<file path="src/sv/salru_pkg.sv">
`default_nettype none

package salru_pkg;

    localparam int DEF_MAX_SET_BITS = 6;
    localparam int DEF_MAX_WAYS     = 4;
    localparam int DEF_STAMP_WIDTH  = 32;

    localparam int ADDR_W      = 64;
    localparam int TAG_W       = 64;
    localparam int TOTAL_W     = 32;
    localparam int ACTION_W    = 2;
    localparam int CFG_INDEX_W = 2;
    localparam int CFG_DATA_W  = 6;
    localparam int QUEUE_DEPTH = 2;
    localparam int OUT_BITS    = 2 + 1 + 1 + 3 * TOTAL_W;
    localparam int OUT_DATA_W  = ((OUT_BITS + 7) / 8) * 8;

    typedef enum logic [ACTION_W-1:0] {
        ACT_LOAD   = 2'd0,
        ACT_STORE  = 2'd1,
        ACT_MODIFY = 2'd2,
        ACT_FETCH  = 2'd3
    } action_t;

    typedef enum logic [CFG_INDEX_W-1:0] {
        REG_SET_BITS   = 2'd0,
        REG_WAYS       = 2'd1,
        REG_BLOCK_BITS = 2'd2
    } cfg_reg_t;

    typedef struct packed {
        logic [2:0] set_bits;
        logic [2:0] ways_in_use;
        logic [5:0] block_bits;
    } cfg_t;

    typedef enum logic {
        BK_IDLE,
        BK_LOOKUP
    } back_state_t;

endpackage

`default_nettype wire

</file>
<file path="src/sv/salru_fifo.sv">
`default_nettype none

module salru_fifo #(
    parameter int WIDTH = 8,
    parameter int DEPTH = salru_pkg::QUEUE_DEPTH
) (
    input  wire logic             clk,
    input  wire logic             rst_n,
    input  wire logic             push_valid,
    output logic                  push_ready,
    input  wire logic [WIDTH-1:0] push_data,
    output logic                  pop_valid,
    input  wire logic             pop,
    output logic [WIDTH-1:0]      pop_data
);
    localparam int PW = (DEPTH > 1) ? $clog2(DEPTH) : 1;
    localparam int CW = $clog2(DEPTH + 1);

    logic [WIDTH-1:0] data_reg [DEPTH];
    logic [PW-1:0]    wr_ptr_reg;
    logic [PW-1:0]    rd_ptr_reg;
    logic [CW-1:0]    count_reg;
    logic             do_push;
    logic             do_pop;

    assign push_ready = (count_reg != CW'(DEPTH));
    assign pop_valid  = (count_reg != '0);
    assign pop_data   = data_reg[rd_ptr_reg];
    assign do_push    = push_valid && push_ready;
    assign do_pop     = pop && pop_valid;

    always_ff @(posedge clk)
    begin
        if (do_push)
            data_reg[wr_ptr_reg] <= push_data;
    end

    always_ff @(posedge clk or negedge rst_n)
    begin
        if (!rst_n)
        begin
            wr_ptr_reg <= '0;
            rd_ptr_reg <= '0;
            count_reg  <= '0;
        end
        else
        begin
            if (do_push)
                wr_ptr_reg <= (wr_ptr_reg == PW'(DEPTH - 1)) ? '0 : wr_ptr_reg + 1'b1;
            if (do_pop)
                rd_ptr_reg <= (rd_ptr_reg == PW'(DEPTH - 1)) ? '0 : rd_ptr_reg + 1'b1;
            if (do_push && !do_pop)
                count_reg <= count_reg + 1'b1;
            else if (do_pop && !do_push)
                count_reg <= count_reg - 1'b1;
        end
    end

endmodule

`default_nettype wire

</file>
<file path="config.mk">
export PLATFORM = sky130hd
export DESIGN_NAME = salru_fifo
export DESIGN_NICKNAME = d
export VERILOG_FILES = /design/src/sv/salru_pkg.sv /design/src/sv/salru_fifo.sv
export SDC_FILE = /design/constraint.sdc
export NUM_CORES = 1
export LEC_CHECK = 0
export BUFFER_PORTS_ARGS = -buffer_cell sky130_fd_sc_hd__clkbuf_2
export CAP_MARGIN = 20
export CORE_MARGIN = 5
export CORE_UTILIZATION = 48
export CTS_CLUSTER_SIZE = 8
export DETAILED_ROUTE_END_ITERATION = 7
export PLACE_DENSITY = 0.82
export SYNTH_ARGS = -nofsm -noshare
export SYNTH_HDL_FRONTEND = slang
export SYNTH_SLANG_ARGS = --single-unit
</file>
<file path="constraint.sdc">
create_clock -name clk -period 1.7 [get_ports clk]
set_input_delay 0.255 -clock clk [delete_from_list [all_inputs] [get_ports clk]]
set_output_delay 0.255 -clock clk [all_outputs]
set_load 0.02 [all_outputs]
</file>
==> out/results.txt <==
status - finished, final reports clean
Worst Max-Slew Pin Slew - 0.378 ns
die area - 2550 um2
R2R Path Start - count_reg[0]
routed len/inst - 13.9 um
number of clock sinks - 20
slew margin rel. - 74.8%
worst hold path class - in2reg
area delta synth->final - 24.3%
Worst Setup Start Kind - flip-flop
Num CTS Buffers - 3
worst clock skew - 0.00702 ns
Pins Over Slew Limit - 0
area of the mapped netlist - 787 um2
largest net degree at the start of global routing - 13
first-pass GRT wire length - 2040 um
CP Launch Point - rd_ptr_reg
dpl cells - 80
clock-pin slew on the worst setup and hold paths - 0.11 ns
Total GRT Usage - 10.7%
Post-Syn Instances - 43
CP endpoint kind - primary output
CTS tree - done
drt drc - 0
WS Path Type - reg2out
Die Span Y - 50.5 um
clk buf depth - 2
Filler cells - 122
Vias - 428
pwr dens - 1840 nW/um2
initial antenna violation count - 0
MaxCap Viol Count - 0
yosys warns - 0
Mapped Nets - 56
Synth Register Bits - 20
ANT nets after route - 0
Cell variety after synth - 14
antenna cells - 0
layout cells sized above 1 - 55.1%
Req. time, crit path - 1.44 ns
LEAKAGE - 0.411 nW
CORE AREA - 1520 um2
Multi-input gate area - 198 um2
IO Pins - 22
Starting DRT DRC Count - 6
RSZ-0062 raised after global routing - false
Tcrit/Tclk final - 92.1%
number of flip-flops in the largest register - 16
Reg2Reg Setup Slack - 0.27 ns
htree depth - 1
Register Area - 582 um2
PortBufs - 21
Final Non-Filler Cells - 85
Remaining Overflow, GRT - 0
peak supply drop - 0.000929 V
CP Capture Point - pop_data[6]
final setup TNS - 0 ns
endpoints failing setup - 0
crit-path max FO - 9
Fmax - 638 MHz
worst r2r dst - count_reg[1]
initial core utilization - 51.6%
Setup Fix Bufs, Post-CTS - 0
vias per inst - 5.04
GPL Wtd Cong - 0.707
First-pass DRT Iterations - 3
CTS Root Cell - clkbuf_4
CP arrival - 1.31 ns
DIE WIDTH - 50.5 um
Avg Inst Size Synth - 18.3 um2
Hold Fails Final Rpt - 0
vias in the first global route - 436
routed wire length - 1190 um
reg2reg path depth - 6
Clk Latency, worst-skew pair - 0.30 ns
Period minus WS final - 1.57 ns
row count - 14
Layout Nets - 83
post-synthesis sequential area ratio - 73.8%
[power by group]
part | leakage [nW] | switching, W | internal (W) | total, W
combinational | 0.188 | 0.000334 | 0.000298 | 0.000632
clock | 0.0279 | 0.000142 | 0.000238 | 0.000380
sequential | 0.194 | 0.000102 | 0.000687 | 0.000789
total | 0.411 | 0.000578 | 0.00122 | 0.00180
[synth_stat cells]
cell	n	area, um2
and3_1	1	6.26
buf_2	1	5.00
dfrtp_1	4	100
edfxtp_1	16	480
ha_1	1	12.5
inv_1	1	3.75
mux2_2	8	90.1
nand2_1	1	3.75
nand2_4	1	11.3
nand2b_4	1	13.8
nor2_1	2	7.51
or2_4	1	8.76
xnor2_1	3	26.3
xor2_1	2	17.5
[worst max-delay path, cell delays in order, from the launching register on]
cell and delay (ns):
dfrtp_2 0.50, mux2_2 0.37, clkbuf_2 0.16
[metal layers]
layer,vias up,part of all wire (%),track usage [%],wire (um)
li1,211,-,-,-
met1,199,43,13.7,509
met2,14,48,16.3,570
met3,4,6.7,3.25,79
met4,0,2.2,5.11,26
met5,-,0,0,0
[what timing repair did]
item                                   4_1_cts  5_1_grt
setup endpoints to repair                    0        8
gates resized for setup                      0        1
endpoints found under the hold margin        4        0
hold buffers                                 1        0
[placed cells by master, fill, tap and decap left out]
cell type | synthesis | layout
clkbuf_2 | 0 | 21
edfxtp_1 | 16 | 16
mux2_2 | 8 | 8
xnor2_1 | 3 | 3
clkbuf_4 | 0 | 3
dfrtp_1 | 4 | 3
nor2_1 | 2 | 2
xor2_1 | 2 | 2
or2_4 | 1 | 1
nand2b_4 | 1 | 1
nand2_1 | 1 | 1
inv_1 | 1 | 1
nand2_4 | 1 | 1
and3_1 | 1 | 1
ha_1 | 1 | 1
bufinv_16 | 0 | 1
dlygate4sd3_1 | 0 | 1
buf_4 | 0 | 1
dfrtp_2 | 0 | 1
[layout make-up]
class,instances,area share (%)
Clock inverter,1,3.07
Clock buffer,3,2.30
Tap cell,16,2.05
Inverter,1,0.384
Sequential cell,20,59.5
Multi-Input combinational cell,21,20.2
Timing Repair Buffer,23,12.5
[how the worst min path moves through the flow]
stage	from	endpoint	slack (ns)	depth (start not counted)
4_1_cts	push_data[6]	data_reg[0][6]	0.13	1
5_1_grt	push_data[4]	data_reg[0][4]	0.13	1
6_report	push_data[6]	data_reg[1][6]	0.14	1
3_5_place_dp	rst_n	count_reg[1]	0.07	1
3_3_place_gp	rst_n	count_reg[0]	0.07	1
2_1_floorplan	rst_n	count_reg[0]	-0.04	0
[kinds of logic after synthesis]
logic type               share of synthesized area [%]
flip-flops                                        73.8
multiplexers                                      11.4
AND/OR/NAND/NOR                                   6.52
XOR/XNOR                                          5.57
buffers and inverters                             1.11
adder cells (fa/ha/maj)                           1.59
[through the flow]
stage	power (W)	hold WS (ns)	util, %	setup slack [ns]	cell area, um2
5_1_grt	0.00191	0.126	64.2	0.0661	978
4_1_cts	0.00182	0.131	64.1	0.00127	977
2_1_floorplan	0.00126	-0.0406	-	0.285	787
6_report	0.00180	0.139	64.2	0.134	978
3_3_place_gp	0.00142	0.0680	60.0	0.315	915
3_5_place_dp	0.00144	0.0699	60.0	0.275	915
(Power assumes the default switching activity.)
