**config.mk**
```make
export PLATFORM = sky130hd
export DESIGN_NAME = salru_front
export DESIGN_NICKNAME = d
export VERILOG_FILES = /design/src/sv/salru_pkg.sv /design/src/sv/salru_front.sv
export SDC_FILE = /design/constraint.sdc
export NUM_CORES = 1
export LEC_CHECK = 0
export ABC_AREA = 1
export BUFFER_PORTS_ARGS = -buffer_cell sky130_fd_sc_hd__buf_2
export CAP_MARGIN = 40
export CELL_PAD_IN_SITES_DETAIL_PLACEMENT = 0
export CELL_PAD_IN_SITES_GLOBAL_PLACEMENT = 1
export CORE_ASPECT_RATIO = 0.9
export CORE_MARGIN = 4
export CORE_UTILIZATION = 36
export CTS_BUF_LIST = sky130_fd_sc_hd__clkbuf_4 sky130_fd_sc_hd__clkbuf_8
export CTS_CLUSTER_SIZE = 20
export DETAILED_ROUTE_END_ITERATION = 8
export PLACE_DENSITY = 0.87
export REMOVE_ABC_BUFFERS = 1
export SETUP_SLACK_MARGIN = 0.4
export SYNTH_ARGS = -nofsm -noshare
export SYNTH_HDL_FRONTEND = slang
export SYNTH_SLANG_ARGS = --single-unit
```
**constraint.sdc**
```tcl
create_clock -name clk -period 3.6 [get_ports clk]
set_input_delay 0.36 -clock clk [delete_from_list [all_inputs] [get_ports clk]]
set_output_delay 0.36 -clock clk [all_outputs]
set_load 0.005 [all_outputs]
```
**src/sv/salru_pkg.sv**
```systemverilog
`default_nettype none

package salru_pkg;

    localparam int DEF_MAX_SET_BITS = 6;
    localparam int DEF_MAX_WAYS     = 4;
    localparam int DEF_STAMP_WIDTH  = 32;

    localparam int ADDR_W      = 64;
    localparam int TAG_W       = 64;
    localparam int TOTAL_W     = 32;
    localparam int ACTION_W    = 2;
    localparam int CFG_INDEX_W = 2;
    localparam int CFG_DATA_W  = 6;
    localparam int QUEUE_DEPTH = 2;
    localparam int OUT_BITS    = 2 + 1 + 1 + 3 * TOTAL_W;
    localparam int OUT_DATA_W  = ((OUT_BITS + 7) / 8) * 8;

    typedef enum logic [ACTION_W-1:0] {
        ACT_LOAD   = 2'd0,
        ACT_STORE  = 2'd1,
        ACT_MODIFY = 2'd2,
        ACT_FETCH  = 2'd3
    } action_t;

    typedef enum logic [CFG_INDEX_W-1:0] {
        REG_SET_BITS   = 2'd0,
        REG_WAYS       = 2'd1,
        REG_BLOCK_BITS = 2'd2
    } cfg_reg_t;

    typedef struct packed {
        logic [2:0] set_bits;
        logic [2:0] ways_in_use;
        logic [5:0] block_bits;
    } cfg_t;

    typedef enum logic {
        BK_IDLE,
        BK_LOOKUP
    } back_state_t;

endpackage

`default_nettype wire

```
**src/sv/salru_front.sv**
```systemverilog
`default_nettype none

module salru_front #(
    parameter int MAX_SET_BITS = salru_pkg::DEF_MAX_SET_BITS,
    parameter int ENTRY_W      = 1 + MAX_SET_BITS + salru_pkg::TAG_W
) (
    input  wire logic                                clk,
    input  wire logic                                rst_n,
    input  wire logic                                cfg_valid,
    output logic                                     cfg_ready,
    input  wire logic [salru_pkg::CFG_INDEX_W-1:0]   cfg_index,
    input  wire logic [salru_pkg::CFG_DATA_W-1:0]    cfg_data,
    input  wire logic                                s_axis_tvalid,
    output logic                                     s_axis_tready,
    input  wire logic [salru_pkg::ADDR_W-1:0]        s_axis_tdata,
    input  wire logic [salru_pkg::ACTION_W-1:0]      s_axis_tuser,
    output salru_pkg::cfg_t                          cfg,
    output logic                                     push_valid,
    input  wire logic                                push_ready,
    output logic [ENTRY_W-1:0]                       push_data
);
    import salru_pkg::*;

    localparam int SCW_RAW = $clog2(MAX_SET_BITS + 1);
    localparam int SCW     = (SCW_RAW > 3) ? SCW_RAW : 3;
    localparam int SHW     = 7;

    cfg_t                    cfg_reg;
    logic [SCW-1:0]          s_eff;
    logic [ADDR_W-1:0]       shifted;
    logic [MAX_SET_BITS-1:0] set_mask;
    logic [MAX_SET_BITS-1:0] set_idx;
    logic [SHW-1:0]          total_shift;
    logic [TAG_W-1:0]        tag;
    logic                    is_modify;

    assign cfg_ready     = 1'b1;
    assign cfg           = cfg_reg;
    assign s_axis_tready = push_ready;

    always_ff @(posedge clk or negedge rst_n)
    begin
        if (!rst_n)
        begin
            cfg_reg.set_bits    <= 3'd0;
            cfg_reg.ways_in_use <= 3'd1;
            cfg_reg.block_bits  <= 6'd0;
        end
        else if (cfg_valid)
        begin
            unique case (cfg_index)
                REG_SET_BITS:   cfg_reg.set_bits    <= cfg_data[2:0];
                REG_WAYS:       cfg_reg.ways_in_use <= cfg_data[2:0];
                REG_BLOCK_BITS: cfg_reg.block_bits  <= cfg_data[5:0];
                default:        ;
            endcase
        end
    end

    always_comb
    begin
        if (SCW'(cfg_reg.set_bits) > SCW'(MAX_SET_BITS))
            s_eff = SCW'(MAX_SET_BITS);
        else
            s_eff = SCW'(cfg_reg.set_bits);
        for (int i = 0; i < MAX_SET_BITS; i++)
            set_mask[i] = (SCW'(i) < s_eff);
        shifted     = s_axis_tdata >> cfg_reg.block_bits;
        set_idx     = shifted[MAX_SET_BITS-1:0] & set_mask;
        total_shift = SHW'(cfg_reg.block_bits) + SHW'(s_eff);
        if (total_shift >= SHW'(ADDR_W))
            tag = '0;
        else
            tag = shifted >> s_eff;
        is_modify  = (s_axis_tuser == ACT_MODIFY);
        push_valid = s_axis_tvalid && (s_axis_tuser != ACT_FETCH);
        push_data  = {is_modify, set_idx, tag};
    end

endmodule

`default_nettype wire

```
==> flow_summary.yaml, run 1 <==
run:
  drv_cap: 0
power:
  power_density_mw_per_mm2: 498
  p_seq_frac: 0.050
  ir_worst_vdd_uv: 371
  internal_power_w: 0.00139
  clkPwrFrac: 0.034
  power_w: 0.00388
  swShare: 0.641
  power_frac_comb: 0.915
  p_leak_nw: 3.97
  p_switching_w: 0.00249
synthesis:
  yosys_warnings: 0
  synth.avg_cell_area_um2: 4.89
  syn-cell-area_mm2: 0.00684
  netlist_instances: 1399
  ys_ff_latch: 12
  yosysUniqueCellTypes: 32
  ys_seq_area_frac: 0.0441
floorplanning:
  die_y_um: 139
  die-area_mm2: 0.0213
  io-pin-count: 165
  die_w_um: 153
  rows: 47
  initial_utilization: 0.369
  core_area_mm2: 0.0185
sta:
  finalCriticalPeriod_ns: 3.12
  maxSlewHeadroom: 0.550
  rsz0062_at_grt: "yes"
  setup_viol: 0
  tightest_slew_ns: 0.676
  final.period_utilization: 0.868
  drv_slew: 0
  skew_ns: 0
  final_hold_viol_count: 0
  fmax_mhz: 320
  worst_slack_ns: 0.476
  holdWs_ns: 0.376
min_path:
  hold_class: "input port to flip-flop"
  hold_end: "cfg[4]"
  holdCritStartpoint: "cfg_data[4]"
  hold_path_depth: 3
setup_path:
  critPathLaunchType: "flip-flop"
  max_stage_delay_ns: 0.47
  rr_worst_depth: 3
  r2r_slack_ns: 2.18
  crit_path_end_kind: "output port"
  timing.rr.start: "cfg[3]"
  reg2reg_to: "cfg[3]"
  crit_slowest_cell: "dfrtp_2"
  cp.arrival_ns: 2.76
  crit_path_cell_trace: "clkinv_8, buf_4, nand2_1, nand3_1, nand3_1, nand3_1, nand2_1, nand2_1, nand2_1, nand2_1, nand3_1, nand3_1, nand3_1, nand2_1, buf_2"
  critical_path_class: "flip-flop to output port"
  crit_required_ns: 3.24
  cp_max_fo: 39
clock_tree:
  tritoncts: "built"
  clockRootBuffer: "clkbuf_8"
  cts_sinks: 12
  cts-buffers-inserted: 3
  h-tree-depth: 1
  clk_pin_slew_ns: 0.05
  cts_max_path_buffers: 2
  clk_latency_ns: 0.23
global_routing:
  grt_max_degree: 67
  overflow: 0
  grt.total_usage: 0.272
  antenna_found_initial: 0
  grt_pass1_wl_um: 48800
  grt_pass1_vias: 9263
final_layout:
  largest_reg_flops: 12
  layout_commonest_cell: "nand3_1"
  most-common-layout-cells: "nand3_1, nand2_1, buf_2, nand4_1, nor2_1"
  utilization: 0.422
  area_growth_pct: 14.2
  diodes: 0
  fillers: 2132
  fin_nets: 1554
  layout-drive-gt1-share: 0.151
  final_cells: 1716
placement:
  port-buffer-count: 161
  placedCellCount: 1704
  dp_hpwl_um: 24000
  detailedPlace.worstSlack_ns: 0.559
  gp_congestion: 1.06
routing:
  vias_per_cell: 6.12
  dr.first_iter.drc_count: 1357
  wl_per_cell_um: 18.3
  ant_nets: 0
  route.final.wire_length_um: 31400
  drc_errors: 0
  first_pass_iters: 7
  vias: 10494
run_status:
  outcome: "completed"
## per-layer routing
layer / global-route usage / part of all wire / up-vias
met5: 0 / 0 / -
met2: 0.397 / 0.41 / 679
met4: 0.0769 / 0.028 / 0
met3: 0.0593 / 0.11 / 65
met1: 0.400 / 0.45 / 4681
li1: - / - / 5069
## layout make-up
| class | instances | area (µm²) | area share |
|---|---|---|---|
| Clock buffer | 4 | 48.8 | 0.00625 |
| Inverter | 31 | 135 | 0.0173 |
| Multi-Input combinational cell | 1231 | 5820 | 0.745 |
| Timing Repair Buffer | 193 | 1190 | 0.153 |
| Tap cell | 245 | 307 | 0.0393 |
| Sequential cell | 12 | 309 | 0.0396 |
## critical path, delay by kind of cell, from the launching register on
family                 cells  cell delay, ns
and+or+nand+nor           12            1.49
buffers and inverters      3            0.53
DFF                        1            0.47
## stage by stage
| step | TNS (ns) | instance area [µm²] |
|---|---|---|
| after global routing | 0 | 7810 |
| after global placement | 0 | 7570 |
| final | 0 | 7810 |
| after detailed placement | 0 | 7620 |
| after CTS | 0 | 7680 |
| after floorplan | -222.27 | 6200 |
## timing repair
item / in CTS / in global routing
hold buffers: 1 / 0
setup endpoints to repair: 16 / 53
gates resized for setup: 3 / 15
cloned: 0 / 3
endpoints found under the hold margin: 11 / 0
pin swaps: 0 / 1
setup buffers: 0 / 4
## worst max path at each step
stage          startpoint       endpoint  slack (ns)  cells after the start
6_report           cfg[0]  push_data[11]        0.48                     15
5_1_grt            cfg[0]  push_data[11]        0.35                     15
4_1_cts           cfg[10]  push_data[13]        0.41                     14
3_5_place_dp       cfg[0]  push_data[56]        0.56                     12
3_3_place_gp      cfg[10]  push_data[13]        0.37                     13
2_1_floorplan     cfg[10]  push_data[54]       -3.77                     12
## Yosys cell counts, drive strengths merged
cell type / n / share of area
clkinv: 2 / 0.0011
dfrtp: 11 / 0.040
o21bai: 1 / 0.0011
a21oi: 7 / 0.0051
fa: 1 / 0.0029
clkbuf: 32 / 0.018
o22ai: 1 / 0.00092
nand2: 376 / 0.21
a211oi: 2 / 0.0022
a21boi: 1 / 0.0011
o21ai: 29 / 0.021
nor3: 1 / 0.00073
buf: 94 / 0.076
a31oi: 3 / 0.0027
nor2: 32 / 0.018
ha: 2 / 0.0037
and2: 7 / 0.0064
inv: 29 / 0.016
dfstp: 1 / 0.0038
o211ai: 10 / 0.011
o31ai: 1 / 0.0011
nand3: 723 / 0.53
conb: 1 / 0.00055
nand4: 32 / 0.029
## power by group through the flow
stage               clock (W)  sequential (W)  combinational (W)
finish               0.000133        0.000196            0.00356
global route         0.000142        0.000198            0.00393
CTS                  0.000135        0.000190            0.00342
detailed placement          0        0.000191            0.00341
global placement            0        0.000190            0.00338
floorplan                   0        0.000315            0.00204
## kinds of logic (layout without fill, tap and decap cells)
family	count (synthesis)	count (layout)	share of synthesized area
fa+ha+maj	3	3	0.00659
simple gates	1171	1172	0.791
other cells	1	1	0.000548
buf+inv	157	228	0.111
flops	12	12	0.0441
compound gates	55	55	0.0465
Power figures use the tool's default switching activity.
==> run 2: changes to the inputs <==
- CORE_MARGIN: 4 -> default
==> flow_summary.yaml, run 2 (same netlist as run 1, synthesis figures left out) <==
global_routing:
  grt_pass1_vias: 8990
  overflow: 0
  grt_pass1_wl_um: 47800
  grt_max_degree: 66
  grt.total_usage: 0.302
  antenna_found_initial: 0
run:
  drv_cap: 0
sta:
  setup_viol: 0
  rsz0062_at_grt: "yes"
  drv_slew: 0
  finalCriticalPeriod_ns: 3.05
  tightest_slew_ns: 0.735
  skew_ns: 0
  final_hold_viol_count: 0
  maxSlewHeadroom: 0.509
  final.period_utilization: 0.846
  fmax_mhz: 328
setup_path:
  setup.worst_path.end: "push_data[13]"
  crit_required_ns: 3.24
  rr_worst_depth: 3
  r2r_slack_ns: 2.12
  timing.rr.start: "cfg[4]"
  crit_slowest_cell: "dfrtp_2"
  worst-path-buf-inv: 3
  path_depth: 13
  max_stage_delay_ns: 0.42
  crit_path_start: "cfg[1]"
  cp.arrival_ns: 2.69
  cp_max_fo: 65
  critical_path_class: "flip-flop to output port"
  crit_path_cell_trace: "clkinv_1, buf_12, nand3_1, nand3_2, nand2_1, and2_1, nand2_1, nand2_1, nand3_1, nand3_1, nand3_1, nand2_1, buf_2"
  reg2reg_to: "cfg[4]"
  critPathLaunchType: "flip-flop"
  crit_path_end_kind: "output port"
  crit_family: "simple AND/OR/NAND/NOR gates"
floorplanning:
  die-area_mm2: 0.0196
  die_w_um: 147
  die_y_um: 133
  core_area_mm2: 0.0185
  rows: 47
  io-pin-count: 165
  initial_utilization: 0.370
final_layout:
  fillers: 2190
  largest_reg_flops: 12
  final_cells: 1714
  final_cell_area_mm2: 0.00774
  diodes: 0
  utilization: 0.419
  layout_commonest_cell: "nand3_1"
  fin_nets: 1552
  most-common-layout-cells: "nand3_1, nand2_1, buf_2, nand4_1, nor2_1"
  area_growth_pct: 13.1
  layout-drive-gt1-share: 0.150
placement:
  port-buffer-count: 161
  placedCellCount: 1707
  gp_congestion: 1.01
  dp_hpwl_um: 24100
  place_area_mm2: 0.00761
routing:
  drc_errors: 0
  vias: 10438
  dr.first_iter.drc_count: 1355
  route.final.wire_length_um: 30500
  vias_per_cell: 6.09
  first_pass_iters: 6
  ant_nets: 0
  wl_per_cell_um: 17.8
power:
  power_w: 0.00384
  ir_worst_vdd_uv: 290
  p_leak_nw: 3.94
  power_density_mw_per_mm2: 496
run_status:
  outcome: "completed"
clock_tree:
  clk_pin_slew_ns: 0.05
  cts_sinks: 12
  cts-buffers-inserted: 3
  cts_max_path_buffers: 2
  tritoncts: "built"
  h-tree-depth: 1
  clk_latency_ns: 0.24
  clockRootBuffer: "clkbuf_8"
min_path:
  hold_class: "input port to flip-flop"
==> run 2: changes by cell type in the layout (fill, tap and decap cells not counted), moves of 2 or more <==
cell       previous run  this run
buf_12                7         5
nand3_2               2         4
buf_6                 0         5
clkbuf_16             2         0
nand3_1             721       719
==> run 2: routing by layer <==
| layer | global-route usage | up-vias | part of all wire |
|---|---|---|---|
| li1 | - | 5057 | - |
| met3 | 0.0341 | 38 | 0.097 |
| met1 | 0.463 | 4744 | 0.47 |
| met5 | 0 | - | 0 |
| met2 | 0.444 | 599 | 0.42 |
| met4 | 0.0619 | 0 | 0.020 |
==> run 2: how the worst min path moves through the flow <==
stage,end,startpoint,cells after the start
floorplan,cfg[0],rst_n,0
global placement,cfg[9],rst_n,1
detailed placement,cfg[9],rst_n,1
CTS,cfg[4],cfg_data[4],3
global route,cfg[3],cfg_data[3],3
finish,cfg[3],cfg_data[3],3
==> run 2: area by class of cell <==
class / instances / area (µm²) / area share
sequential: 12 / 312 / 0.0403
timing repair buffer: 192 / 1120 / 0.145
inverter: 31 / 123 / 0.0158
clock buffer: 4 / 55.1 / 0.00712
tap: 245 / 307 / 0.0396
multi-input combinational: 1230 / 5820 / 0.752
==> run 2: power by group <==
group	total (W)	switching [W]	internal (W)
clock	0.000148	0.0000510	0.0000967
combinational	0.00350	0.00238	0.00112
sequential	0.000197	0.0000356	0.000161
total	0.00384	0.00247	0.00138
==> run 2: what timing repair did <==
| action | 4_1_cts | 5_1_grt |
|---|---|---|
| setup buffers | 0 | 2 |
| resized for setup | 0 | 16 |
| hold buffers | 1 | 0 |
| hold endpoints to repair | 11 | 0 |
| setup endpoints to repair | 0 | 46 |
==> run 2: tightest hold or removal path, delay by kind of cell <==
| kind | cells | cell delay (ns) |
|---|---|---|
| and+or+nand+nor | 1 | 0.04 |
| buffers and inverters | 1 | 0.08 |
| AOI/OAI and AO/OA | 1 | 0.10 |
==> run 2: per-stage QoR <==
| stage | setup TNS (ns) | setup slack [ns] | hold WS (ns) |
|---|---|---|---|
| finish | 0 | 0.554 | 0.369 |
| global route | 0 | 0.399 | 0.382 |
| CTS | 0 | 0.434 | 0.370 |
| detailed placement | 0 | 0.696 | 0.247 |
| global placement | 0 | 0.484 | 0.249 |
| floorplan | -222.27 | -3.77 | 0.0644 |
